--- src/rtl/core/yrsp_pkg.sv ---
// Package for the YUV 4:2:2 to RGB888 stream packer.
// Holds coefficients, the queue entry type, queue status and channel saturation.
// No dependencies.
`default_nettype none

package yrsp_pkg;

    localparam int unsigned QUEUE_DEPTH = 2;

    localparam logic signed [8:0]  CHROMA_OFFSET = 9'sd128;
    localparam logic signed [19:0] COEF_RV = 20'sd1436;
    localparam logic signed [19:0] COEF_GU = 20'sd352;
    localparam logic signed [19:0] COEF_GV = 20'sd731;
    localparam logic signed [19:0] COEF_BU = 20'sd1814;
    localparam int unsigned        FRAC_BITS = 10;
    localparam logic [7:0]         CHAN_MAX = 8'd255;

    typedef struct packed {
        logic [47:0] pix_bytes;
        logic        last;
    } yrsp_entry_t;

    typedef struct packed {
        logic empty;
        logic full;
    } yrsp_qstat_t;

    function automatic logic [7:0] sat8(input logic signed [10:0] x);
        logic [7:0] res;
        if (x[10])
        begin
            res = 8'd0;
        end
        else if (x[9:8] != 2'b00)
        begin
            res = CHAN_MAX;
        end
        else
        begin
            res = x[7:0];
        end
        return res;
    endfunction

endpackage

`default_nettype wire

--- src/rtl/core/yrsp_if.sv ---
// Stream channel interfaces for the YUV to RGB packer.
// Input beat carries a YUV word, output beat an RGB word. No dependencies.
`default_nettype none

interface yrsp_in_if;
    logic        valid;
    logic        ready;
    logic [31:0] yuv_word;
    logic        last_word;

    modport source (output valid, output yuv_word, output last_word, input ready);
    modport sink (input valid, input yuv_word, input last_word, output ready);
endinterface

interface yrsp_out_if;
    logic        valid;
    logic        ready;
    logic [31:0] rgb_word;
    logic        last_out;

    modport source (output valid, output rgb_word, output last_out, input ready);
    modport sink (input valid, input rgb_word, input last_out, output ready);
endinterface

`default_nettype wire

--- src/rtl/core/yrsp_front.sv ---
// Front end: accepts YUV beats, converts each to six RGB bytes over two stages.
// Depends on yrsp_pkg and yrsp_in_if.
`default_nettype none

module yrsp_front (
    input  wire logic           clk,
    input  wire logic           rst_n,
    yrsp_in_if.sink             pix_in,
    input  yrsp_pkg::yrsp_qstat_t q_stat,
    output logic                push,
    output yrsp_pkg::yrsp_entry_t push_entry
);
    import yrsp_pkg::*;

    logic              s1_valid_reg;
    logic              s1_valid_next;
    logic [7:0]        y0_reg;
    logic [7:0]        y1_reg;
    logic signed [9:0] rt_reg;
    logic signed [9:0] gu_reg;
    logic signed [9:0] gv_reg;
    logic signed [9:0] bt_reg;
    logic              last_reg;

    logic              advance;
    logic              accept;
    logic signed [8:0] du;
    logic signed [8:0] dv;
    logic signed [19:0] prod_rv;
    logic signed [19:0] prod_gu;
    logic signed [19:0] prod_gv;
    logic signed [19:0] prod_bu;
    logic signed [9:0] gt;
    logic signed [10:0] y0_ext;
    logic signed [10:0] y1_ext;

    assign advance      = !s1_valid_reg || !q_stat.full;
    assign pix_in.ready = advance;
    assign accept       = pix_in.valid && advance;
    assign push         = s1_valid_reg && !q_stat.full;

    assign du = $signed({1'b0, pix_in.yuv_word[15:8]}) - CHROMA_OFFSET;
    assign dv = $signed({1'b0, pix_in.yuv_word[31:24]}) - CHROMA_OFFSET;

    assign prod_rv = COEF_RV * 20'(dv);
    assign prod_gu = COEF_GU * 20'(du);
    assign prod_gv = COEF_GV * 20'(dv);
    assign prod_bu = COEF_BU * 20'(du);

    always_comb
    begin
        s1_valid_next = s1_valid_reg;
        if (advance)
        begin
            s1_valid_next = pix_in.valid;
        end
    end

    always_ff @(posedge clk or negedge rst_n)
    begin
        if (!rst_n)
        begin
            s1_valid_reg <= 1'b0;
        end
        else
        begin
            s1_valid_reg <= s1_valid_next;
        end
    end

    // floor shift: keep the upper bits of each product
    always_ff @(posedge clk)
    begin
        if (accept)
        begin
            y0_reg   <= pix_in.yuv_word[7:0];
            y1_reg   <= pix_in.yuv_word[23:16];
            rt_reg   <= prod_rv[19:FRAC_BITS];
            gu_reg   <= prod_gu[19:FRAC_BITS];
            gv_reg   <= prod_gv[19:FRAC_BITS];
            bt_reg   <= prod_bu[19:FRAC_BITS];
            last_reg <= pix_in.last_word;
        end
    end

    assign gt     = gu_reg + gv_reg;
    assign y0_ext = $signed({3'b000, y0_reg});
    assign y1_ext = $signed({3'b000, y1_reg});

    always_comb
    begin
        push_entry.pix_bytes[7:0]   = sat8(y0_ext + 11'(rt_reg));
        push_entry.pix_bytes[15:8]  = sat8(y0_ext - 11'(gt));
        push_entry.pix_bytes[23:16] = sat8(y0_ext + 11'(bt_reg));
        push_entry.pix_bytes[31:24] = sat8(y1_ext + 11'(rt_reg));
        push_entry.pix_bytes[39:32] = sat8(y1_ext - 11'(gt));
        push_entry.pix_bytes[47:40] = sat8(y1_ext + 11'(bt_reg));
        push_entry.last             = last_reg;
    end

endmodule

`default_nettype wire

--- src/rtl/core/yrsp_queue.sv ---
// Short queue of converted pixel pairs between front end and packer.
// Depends on yrsp_pkg.
`default_nettype none

module yrsp_queue #(
    parameter int unsigned DEPTH = yrsp_pkg::QUEUE_DEPTH
) (
    input  wire logic             clk,
    input  wire logic             rst_n,
    input  wire logic             push,
    input  yrsp_pkg::yrsp_entry_t push_entry,
    input  wire logic             pop,
    output yrsp_pkg::yrsp_entry_t head_entry,
    output yrsp_pkg::yrsp_qstat_t q_stat
);
    import yrsp_pkg::*;

    localparam int unsigned PW = (DEPTH > 1) ? $clog2(DEPTH) : 1;
    localparam int unsigned CW = $clog2(DEPTH + 1);

    yrsp_entry_t   mem [DEPTH];
    logic [PW-1:0] wr_ptr_reg;
    logic [PW-1:0] wr_ptr_next;
    logic [PW-1:0] rd_ptr_reg;
    logic [PW-1:0] rd_ptr_next;
    logic [CW-1:0] count_reg;
    logic [CW-1:0] count_next;

    function automatic logic [PW-1:0] wrap_inc(input logic [PW-1:0] p);
        logic [PW-1:0] r;
        if (p == PW'(DEPTH - 1))
        begin
            r = '0;
        end
        else
        begin
            r = p + 1'b1;
        end
        return r;
    endfunction

    assign q_stat.empty = (count_reg == '0);
    assign q_stat.full  = (count_reg == CW'(DEPTH));
    assign head_entry   = mem[rd_ptr_reg];

    always_comb
    begin
        wr_ptr_next = push ? wrap_inc(wr_ptr_reg) : wr_ptr_reg;
        rd_ptr_next = pop ? wrap_inc(rd_ptr_reg) : rd_ptr_reg;
        count_next  = count_reg;
        if (push && !pop)
        begin
            count_next = count_reg + 1'b1;
        end
        else if (pop && !push)
        begin
            count_next = count_reg - 1'b1;
        end
    end

    always_ff @(posedge clk or negedge rst_n)
    begin
        if (!rst_n)
        begin
            wr_ptr_reg <= '0;
            rd_ptr_reg <= '0;
            count_reg  <= '0;
        end
        else
        begin
            wr_ptr_reg <= wr_ptr_next;
            rd_ptr_reg <= rd_ptr_next;
            count_reg  <= count_next;
        end
    end

    always_ff @(posedge clk)
    begin
        if (push)
        begin
            mem[wr_ptr_reg] <= push_entry;
        end
    end

    a_no_pop_empty: assert property (@(posedge clk) disable iff (!rst_n)
        pop |-> !q_stat.empty)
        else $error("queue popped while empty");

    a_no_push_full: assert property (@(posedge clk) disable iff (!rst_n)
        push |-> (!q_stat.full || pop))
        else $error("queue pushed while full");

    a_count_range: assert property (@(posedge clk) disable iff (!rst_n)
        count_reg <= CW'(DEPTH))
        else $error("queue count out of range");

endmodule

`default_nettype wire

--- src/rtl/core/yrsp_back.sv ---
// Back end: packs RGB bytes of queued pixel pairs into 32-bit output beats.
// Depends on yrsp_pkg and yrsp_out_if.
`default_nettype none

module yrsp_back (
    input  wire logic             clk,
    input  wire logic             rst_n,
    input  yrsp_pkg::yrsp_entry_t head_entry,
    input  yrsp_pkg::yrsp_qstat_t q_stat,
    output logic                  pop,
    yrsp_out_if.source            pix_out
);
    import yrsp_pkg::*;

    logic        out_valid_reg;
    logic        out_valid_next;
    logic [31:0] out_word_reg;
    logic [31:0] out_word_next;
    logic        out_last_reg;
    logic        out_last_next;
    logic        held_valid_reg;
    logic        held_valid_next;
    logic [15:0] held_bytes_reg;
    logic [15:0] held_bytes_next;
    logic        sub_reg;
    logic        sub_next;
    logic        load;

    assign load = (!out_valid_reg || pix_out.ready) && !q_stat.empty;

    always_comb
    begin
        out_valid_next  = out_valid_reg && !pix_out.ready;
        out_word_next   = out_word_reg;
        out_last_next   = out_last_reg;
        held_valid_next = held_valid_reg;
        held_bytes_next = held_bytes_reg;
        sub_next        = sub_reg;
        pop             = 1'b0;
        if (load)
        begin
            out_valid_next = 1'b1;
            if (!held_valid_reg)
            begin
                if (!sub_reg)
                begin
                    out_word_next = head_entry.pix_bytes[31:0];
                    out_last_next = 1'b0;
                    if (head_entry.last)
                    begin
                        sub_next = 1'b1;
                    end
                    else
                    begin
                        held_valid_next = 1'b1;
                        held_bytes_next = head_entry.pix_bytes[47:32];
                        pop             = 1'b1;
                    end
                end
                else
                begin
                    // flush the two trailing bytes, zero padded
                    out_word_next = {16'h0000, head_entry.pix_bytes[47:32]};
                    out_last_next = 1'b1;
                    sub_next      = 1'b0;
                    pop           = 1'b1;
                end
            end
            else
            begin
                if (!sub_reg)
                begin
                    out_word_next = {head_entry.pix_bytes[15:0], held_bytes_reg};
                    out_last_next = 1'b0;
                    sub_next      = 1'b1;
                end
                else
                begin
                    out_word_next   = head_entry.pix_bytes[47:16];
                    out_last_next   = head_entry.last;
                    held_valid_next = 1'b0;
                    held_bytes_next = 16'h0000;
                    sub_next        = 1'b0;
                    pop             = 1'b1;
                end
            end
        end
    end

    always_ff @(posedge clk or negedge rst_n)
    begin
        if (!rst_n)
        begin
            out_valid_reg  <= 1'b0;
            held_valid_reg <= 1'b0;
            held_bytes_reg <= 16'h0000;
            sub_reg        <= 1'b0;
        end
        else
        begin
            out_valid_reg  <= out_valid_next;
            held_valid_reg <= held_valid_next;
            held_bytes_reg <= held_bytes_next;
            sub_reg        <= sub_next;
        end
    end

    always_ff @(posedge clk)
    begin
        out_word_reg <= out_word_next;
        out_last_reg <= out_last_next;
    end

    assign pix_out.valid    = out_valid_reg;
    assign pix_out.rgb_word = out_word_reg;
    assign pix_out.last_out = out_last_reg;

    a_last_clears_held: assert property (@(posedge clk) disable iff (!rst_n)
        (load && out_last_next) |=> (!held_valid_reg && !sub_reg))
        else $error("bytes still held after last beat");

    a_sub_has_entry: assert property (@(posedge clk) disable iff (!rst_n)
        sub_reg |-> !q_stat.empty)
        else $error("second beat pending without queued entry");

    a_pop_on_load: assert property (@(posedge clk) disable iff (!rst_n)
        pop |-> load)
        else $error("entry dropped without an output beat");

endmodule

`default_nettype wire

--- src/rtl/core/yuv422_rgb_stream_packer.sv ---
// YUV 4:2:2 to RGB888 stream packer, top level.
// pix_in (sink) takes one YUV word per beat: Y0 7:0, U 15:8, Y1 23:16, V 31:24,
// plus last_word. pix_out (source) gives 32-bit RGB beats, earliest byte in 7:0,
// bytes in R,G,B order, last_out on the final beat of a frame.
// Two input beats give three output beats; a frame ending on a half-filled
// word gets a zero-padded flush beat with last_out set.
// A taken input beat passes the product register, then the queue write, then
// the output register. Throughput: one output beat per cycle while pix_out.ready
// is high and the queue is not empty, set by the single output register; input
// sustains two beats per three output beats, and a beat may enter every cycle
// until the queue (QUEUE_DEPTH pixel pairs) fills.
// Reset clears the held bytes, the queue and all valid flags; no beat is shown.
// When the receiver stalls, the output beat holds, the queue fills, and then
// pix_in.ready drops.
// Depends on yrsp_pkg, yrsp_if, yrsp_front, yrsp_queue and yrsp_back.
`default_nettype none

module yuv422_rgb_stream_packer #(
    parameter int unsigned QUEUE_DEPTH = yrsp_pkg::QUEUE_DEPTH
) (
    input  wire logic  clk,
    input  wire logic  rst_n,
    yrsp_in_if.sink    pix_in,
    yrsp_out_if.source pix_out
);
    import yrsp_pkg::*;

    logic        push;
    logic        pop;
    yrsp_entry_t push_entry;
    yrsp_entry_t head_entry;
    yrsp_qstat_t q_stat;

    yrsp_front u_front (
        .clk        (clk),
        .rst_n      (rst_n),
        .pix_in     (pix_in),
        .q_stat     (q_stat),
        .push       (push),
        .push_entry (push_entry)
    );

    yrsp_queue #(
        .DEPTH (QUEUE_DEPTH)
    ) u_queue (
        .clk        (clk),
        .rst_n      (rst_n),
        .push       (push),
        .push_entry (push_entry),
        .pop        (pop),
        .head_entry (head_entry),
        .q_stat     (q_stat)
    );

    yrsp_back u_back (
        .clk        (clk),
        .rst_n      (rst_n),
        .head_entry (head_entry),
        .q_stat     (q_stat),
        .pop        (pop),
        .pix_out    (pix_out)
    );

endmodule

`default_nettype wire
--- src/flat_wrapper.sv ---
// flat-port wrapper written by rule: the top's interface ports become plain ports
module yuv422_rgb_stream_packer_flat import yrsp_pkg::*;
#(
    parameter int unsigned QUEUE_DEPTH = yrsp_pkg::QUEUE_DEPTH
)
  (clk, rst_n, pix_in_valid, pix_in_yuv_word, pix_in_last_word, pix_in_ready, pix_out_valid, pix_out_rgb_word, pix_out_last_out, pix_out_ready);
  yrsp_in_if pix_in_i ();
  yrsp_out_if pix_out_i ();
  input  wire logic clk;
  input  wire logic rst_n;
  input wire logic [$bits(pix_in_i.valid)-1:0] pix_in_valid;
  input wire logic [$bits(pix_in_i.yuv_word)-1:0] pix_in_yuv_word;
  input wire logic [$bits(pix_in_i.last_word)-1:0] pix_in_last_word;
  output wire logic [$bits(pix_in_i.ready)-1:0] pix_in_ready;
  output wire logic [$bits(pix_out_i.valid)-1:0] pix_out_valid;
  output wire logic [$bits(pix_out_i.rgb_word)-1:0] pix_out_rgb_word;
  output wire logic [$bits(pix_out_i.last_out)-1:0] pix_out_last_out;
  input wire logic [$bits(pix_out_i.ready)-1:0] pix_out_ready;
  assign pix_in_i.valid = pix_in_valid;
  assign pix_in_i.yuv_word = pix_in_yuv_word;
  assign pix_in_i.last_word = pix_in_last_word;
  assign pix_in_ready = pix_in_i.ready;
  assign pix_out_valid = pix_out_i.valid;
  assign pix_out_rgb_word = pix_out_i.rgb_word;
  assign pix_out_last_out = pix_out_i.last_out;
  assign pix_out_i.ready = pix_out_ready;
  yuv422_rgb_stream_packer #(.QUEUE_DEPTH(QUEUE_DEPTH)) u_core (.clk(clk), .rst_n(rst_n), .pix_in(pix_in_i), .pix_out(pix_out_i));
endmodule
--- config.mk ---
export PLATFORM = sky130hd
export DESIGN_NAME = yuv422_rgb_stream_packer_flat
export DESIGN_NICKNAME = d
export VERILOG_FILES = /design/src/rtl/core/yrsp_pkg.sv /design/src/rtl/core/yrsp_if.sv /design/src/rtl/core/yrsp_front.sv /design/src/rtl/core/yrsp_queue.sv /design/src/rtl/core/yrsp_back.sv /design/src/rtl/core/yuv422_rgb_stream_packer.sv /design/src/flat_wrapper.sv
export SDC_FILE = /design/constraint.sdc
export NUM_CORES = 1
export LEC_CHECK = 0
export BUFFER_PORTS_ARGS = -buffer_cell sky130_fd_sc_hd__buf_2
export CAP_MARGIN = 20
export CORE_MARGIN = 3
export CORE_UTILIZATION = 60
export DETAILED_ROUTE_END_ITERATION = 12
export GPL_ROUTABILITY_DRIVEN = 0
export HOLD_SLACK_MARGIN = 0.08
export PLACE_DENSITY_LB_ADDON = 0.1
export SYNTH_ARGS = -nofsm -noshare
export SYNTH_HDL_FRONTEND = slang
export SYNTH_HIERARCHICAL = 1
export SYNTH_SLANG_ARGS = --single-unit
--- constraint.sdc ---
create_clock -name clk -period 7.3 [get_ports clk]
set_input_delay 1.095 -clock clk [delete_from_list [all_inputs] [get_ports clk]]
set_output_delay 1.095 -clock clk [all_outputs]
set_load 0.01 [all_outputs]
==> impl_results.md <==
* Status: completed
* Layout Nets at 1821
* RSZ-0062 raised after global routing: no
* Nature of the critical path endpoint: register
* Commonest non-fill, non-tap cells in the layout: 228 x ha_1, 195 x inv_1, 187 x edfxtp_1, 84 x a21oi_1, 71 x buf_2
* CTS tree: built
* Worst setup margin at 1.71 ns
* Fmax at 179 MHz
* Die W at 172 um
* Final wirelength at 31800 um
* DR vias at 10500
* P_sw at 3.58 mW
* Final setup vio count at 0
* Post-synth top flop: edfxtp_1
* Net Sw Frac at 40.9%
* Comb pwr share at 57.5%
* Routed wire per std cell at 17.3 um
* Asr flop ratio synth at 11.4%
* Sequential fraction of the synthesis area at 37.8%
* Worst Tran Pin Value at 0.764 ns
* Minimum clock period at 5.59 ns
* Largest net degree at the start of global routing at 57
* Post-CTS Hold Buffers at 0
* Cells after Synth at 1413
* Critical path class: in2reg
* Worst hold path type: reg2reg
* Reg2Reg Capture Point: u_core/u_queue/mem[1][33]$_DFFE_PP_
* First-pass GRT wire length at 51800 um
* DRT met1 WL at 13600 um
* Postcts setup bufs at 0
* Die Y at 172 um
* Worst setup SP type: input pin
* Vias in the first global route at 10400
* CP required at 7.56 ns
* Die area at 29400 um^2
* Syn. warnings at 6
* Commonest non-fill, non-tap cell in the layout: ha_1
* Final critical-path share of the clock period at 76.6%
* Area growth, synth to finish at 8.83%
* N_diodes at 0
* Rel. slew slack at 48.6%
* RR Startpoint: u_core/u_front/gu_reg[1]$_DFFE_PP_
* Reg2reg path depth at 13
* H-tree depth at 1
* Met3 Wirelength at 1170 um
* Gr usage total at 22.1%
* Hold_sp: u_core/u_front/last_reg$_DFFE_PP_
* Largest register FFs at 98
* Root buf cell: clkbuf_16
* Final Cell Area at 17900 um^2
* Post-synth EDFFs at 187
* Port Buffers at 71
* Pwr Total at 8.75 mW
* Placed Area at 17100 um^2
* Worst Hold Depth at 0
* Leak pwr at 8.16 nW
* Flop-to-flop setup slack at 3.57 ns
* Starting Density at 62.0%
* Core Region at 26500 um^2
* Residual DRC at 0
* Flip-flop and latch count after synthesis at 211
* Mapped Nets at 1744
* Max Cap Viol at 0
* Clk_lat worst skew at 0.52 ns
* Wire length on met2 at 15800 um
* IR drop worst, VDD at 0.000325 V
* Max layer used: met4
* Hold Path End: u_core/u_queue/mem[0][0]$_DFFE_PP_
* 1st-pass router iterations at 5
* Syn_area_per_cell at 11.6 um^2
* Pre-CTS setup slack at 1.15 ns
* Post-CTS Resized at 0
* Num rows at 59
* PD cells at 489 nW/um^2
* Initial antenna violation count at 0
* 1st-iter DRT viols at 643
* Cell area after synthesis at 16400 um^2
* Max Root-Sink Buffers at 3
* Data arrival time of the critical path at 5.85 ns
* Hold Fails Final Rpt at 0
* Yosys cell types at 76
* Routed Antenna Nets at 0
* Grt ovf at 0
* Pint at 5.18 mW
* Clock skew at 0.0177 ns
* TritonCTS Buffers at 24
* Pins Over Slew Limit at 0
* Fraction of layout cells with a size suffix above 1 at 14.5%
* Clock share of power at 14.2%
* Crit path max fanout at 7
* DP Wirelength at 25200 um
* Total clock sinks at 211
* Setup TNS at 0 ns
* Reg clk slew, reported paths at 0.06 ns
* Top-Level Pins at 72
* Sequential share of power at 28.3%
* Vias/cell at 5.68
## power by group through the flow
stage / registers (mW) / clock network (mW) / logic, mW
after detailed placement: 2.50 / 0 / 4.98
after floorplan: 2.46 / 0 / 3.88
after global routing: 2.53 / 1.32 / 5.62
after CTS: 2.48 / 1.27 / 5.02
after global placement: 2.48 / 0 / 4.87
final: 2.48 / 1.24 / 5.03
## metal layers
metal | GRT usage, % | vias to the layer above
met5 | 0 | -
met4 | 8.01 | 0
met3 | 2.57 | 62
met2 | 38.8 | 235
met1 | 28.4 | 4989
li1 | - | 5187
## layout make-up
class                           count  area (um^2)
Clock buffer                       28          616
Clock inverter                     16          216
Fill cell                        1979         8620
Inverter                          195          732
Multi-Input combinational cell    979         9270
Sequential cell                   211         6220
Tap cell                          335          419
Timing Repair Buffer               79          415
## synthesized netlist by cell type, drive strengths merged (4+ instances only)
cell,n,share of area (%)
and2,12,0.46
a221oi,4,0.25
nand3,12,0.37
o22ai,5,0.19
ha,228,17
nor2b,24,0.91
buf,18,1.2
a311oi,4,0.29
xor2,40,2.1
nand2,55,1.3
o211ai,6,0.33
mux2i,18,1.1
inv,195,4.5
edfxtp,187,34
o21ai,67,2.0
nor3,16,0.56
a21oi,84,2.6
o31ai,7,0.32
o21a,14,0.64
o41ai,5,0.31
mux2,49,4.5
o31a,4,0.21
nor2,65,1.5
or4,7,0.35
a22o,15,0.80
or2,9,0.34
a211oi,5,0.23
o21bai,5,0.23
dfrtp,24,3.7
clkbuf,10,0.23
a21o,20,0.91
o22a,5,0.27
nand2b,17,0.65
fa,66,8.0
xnor2,42,2.3
a21boi,6,0.27
a31oi,5,0.37
or3,11,0.51
mux4,16,2.2
## how the worst max path moves through the flow
stage | cells past startpoint | start | to | slack (ns)
after global routing | 20 | pix_in_yuv_word[31] | u_core/u_front/gv_reg[9]$_DFFE_PP_ | 1.44
final | 20 | pix_in_yuv_word[25] | u_core/u_front/gv_reg[8]$_DFFE_PP_ | 1.71
after CTS | 20 | pix_in_yuv_word[25] | u_core/u_front/gv_reg[8]$_DFFE_PP_ | 1.68
after global placement | 20 | pix_in_yuv_word[25] | u_core/u_front/gv_reg[8]$_DFFE_PP_ | 1.30
after floorplan | 19 | pix_in_yuv_word[25] | u_core/u_front/gv_reg[8]$_DFFE_PP_ | 1.87
after detailed placement | 20 | pix_in_yuv_word[25] | u_core/u_front/gv_reg[8]$_DFFE_PP_ | 1.15
## logic make-up after synthesis
logic type / count (synthesis) / synth area share (%)
adder cells (fa/ha/maj): 294 / 25.4
AND/OR/NAND/NOR: 246 / 7.69
multiplexers: 83 / 7.77
flip-flops: 211 / 37.8
AO/OA/AOI/OAI: 274 / 11.1
buffers and inverters: 223 / 5.85
XOR/XNOR: 82 / 4.42
## metrics by stage
step,hold slack [ns],cells,utilization [%]
5_1_grt,0.473,1843,67.5
6_report,0.453,1843,67.5
3_5_place_dp,0.443,1799,64.4
2_1_floorplan,0.453,1413,-
4_1_cts,0.457,1843,67.5
3_3_place_gp,0.424,1799,64.4
## critical path, cell delays in order
cell and delay, ns:
buf_2 0.19, inv_1 0.06, ha_1 0.35, inv_1 0.10, fa_1 0.53, inv_1 0.05, fa_1 0.48, inv_1 0.06
fa_1 0.53, inv_1 0.06, fa_1 0.50, inv_1 0.04, ha_1 0.29, nand4b_1 0.09, o22ai_1 0.21, a41oi_1 0.24
o31ai_1 0.45, o22a_1 0.28, a21oi_1 0.11, xnor2_1 0.13
Power figures use the tool's default switching activity.
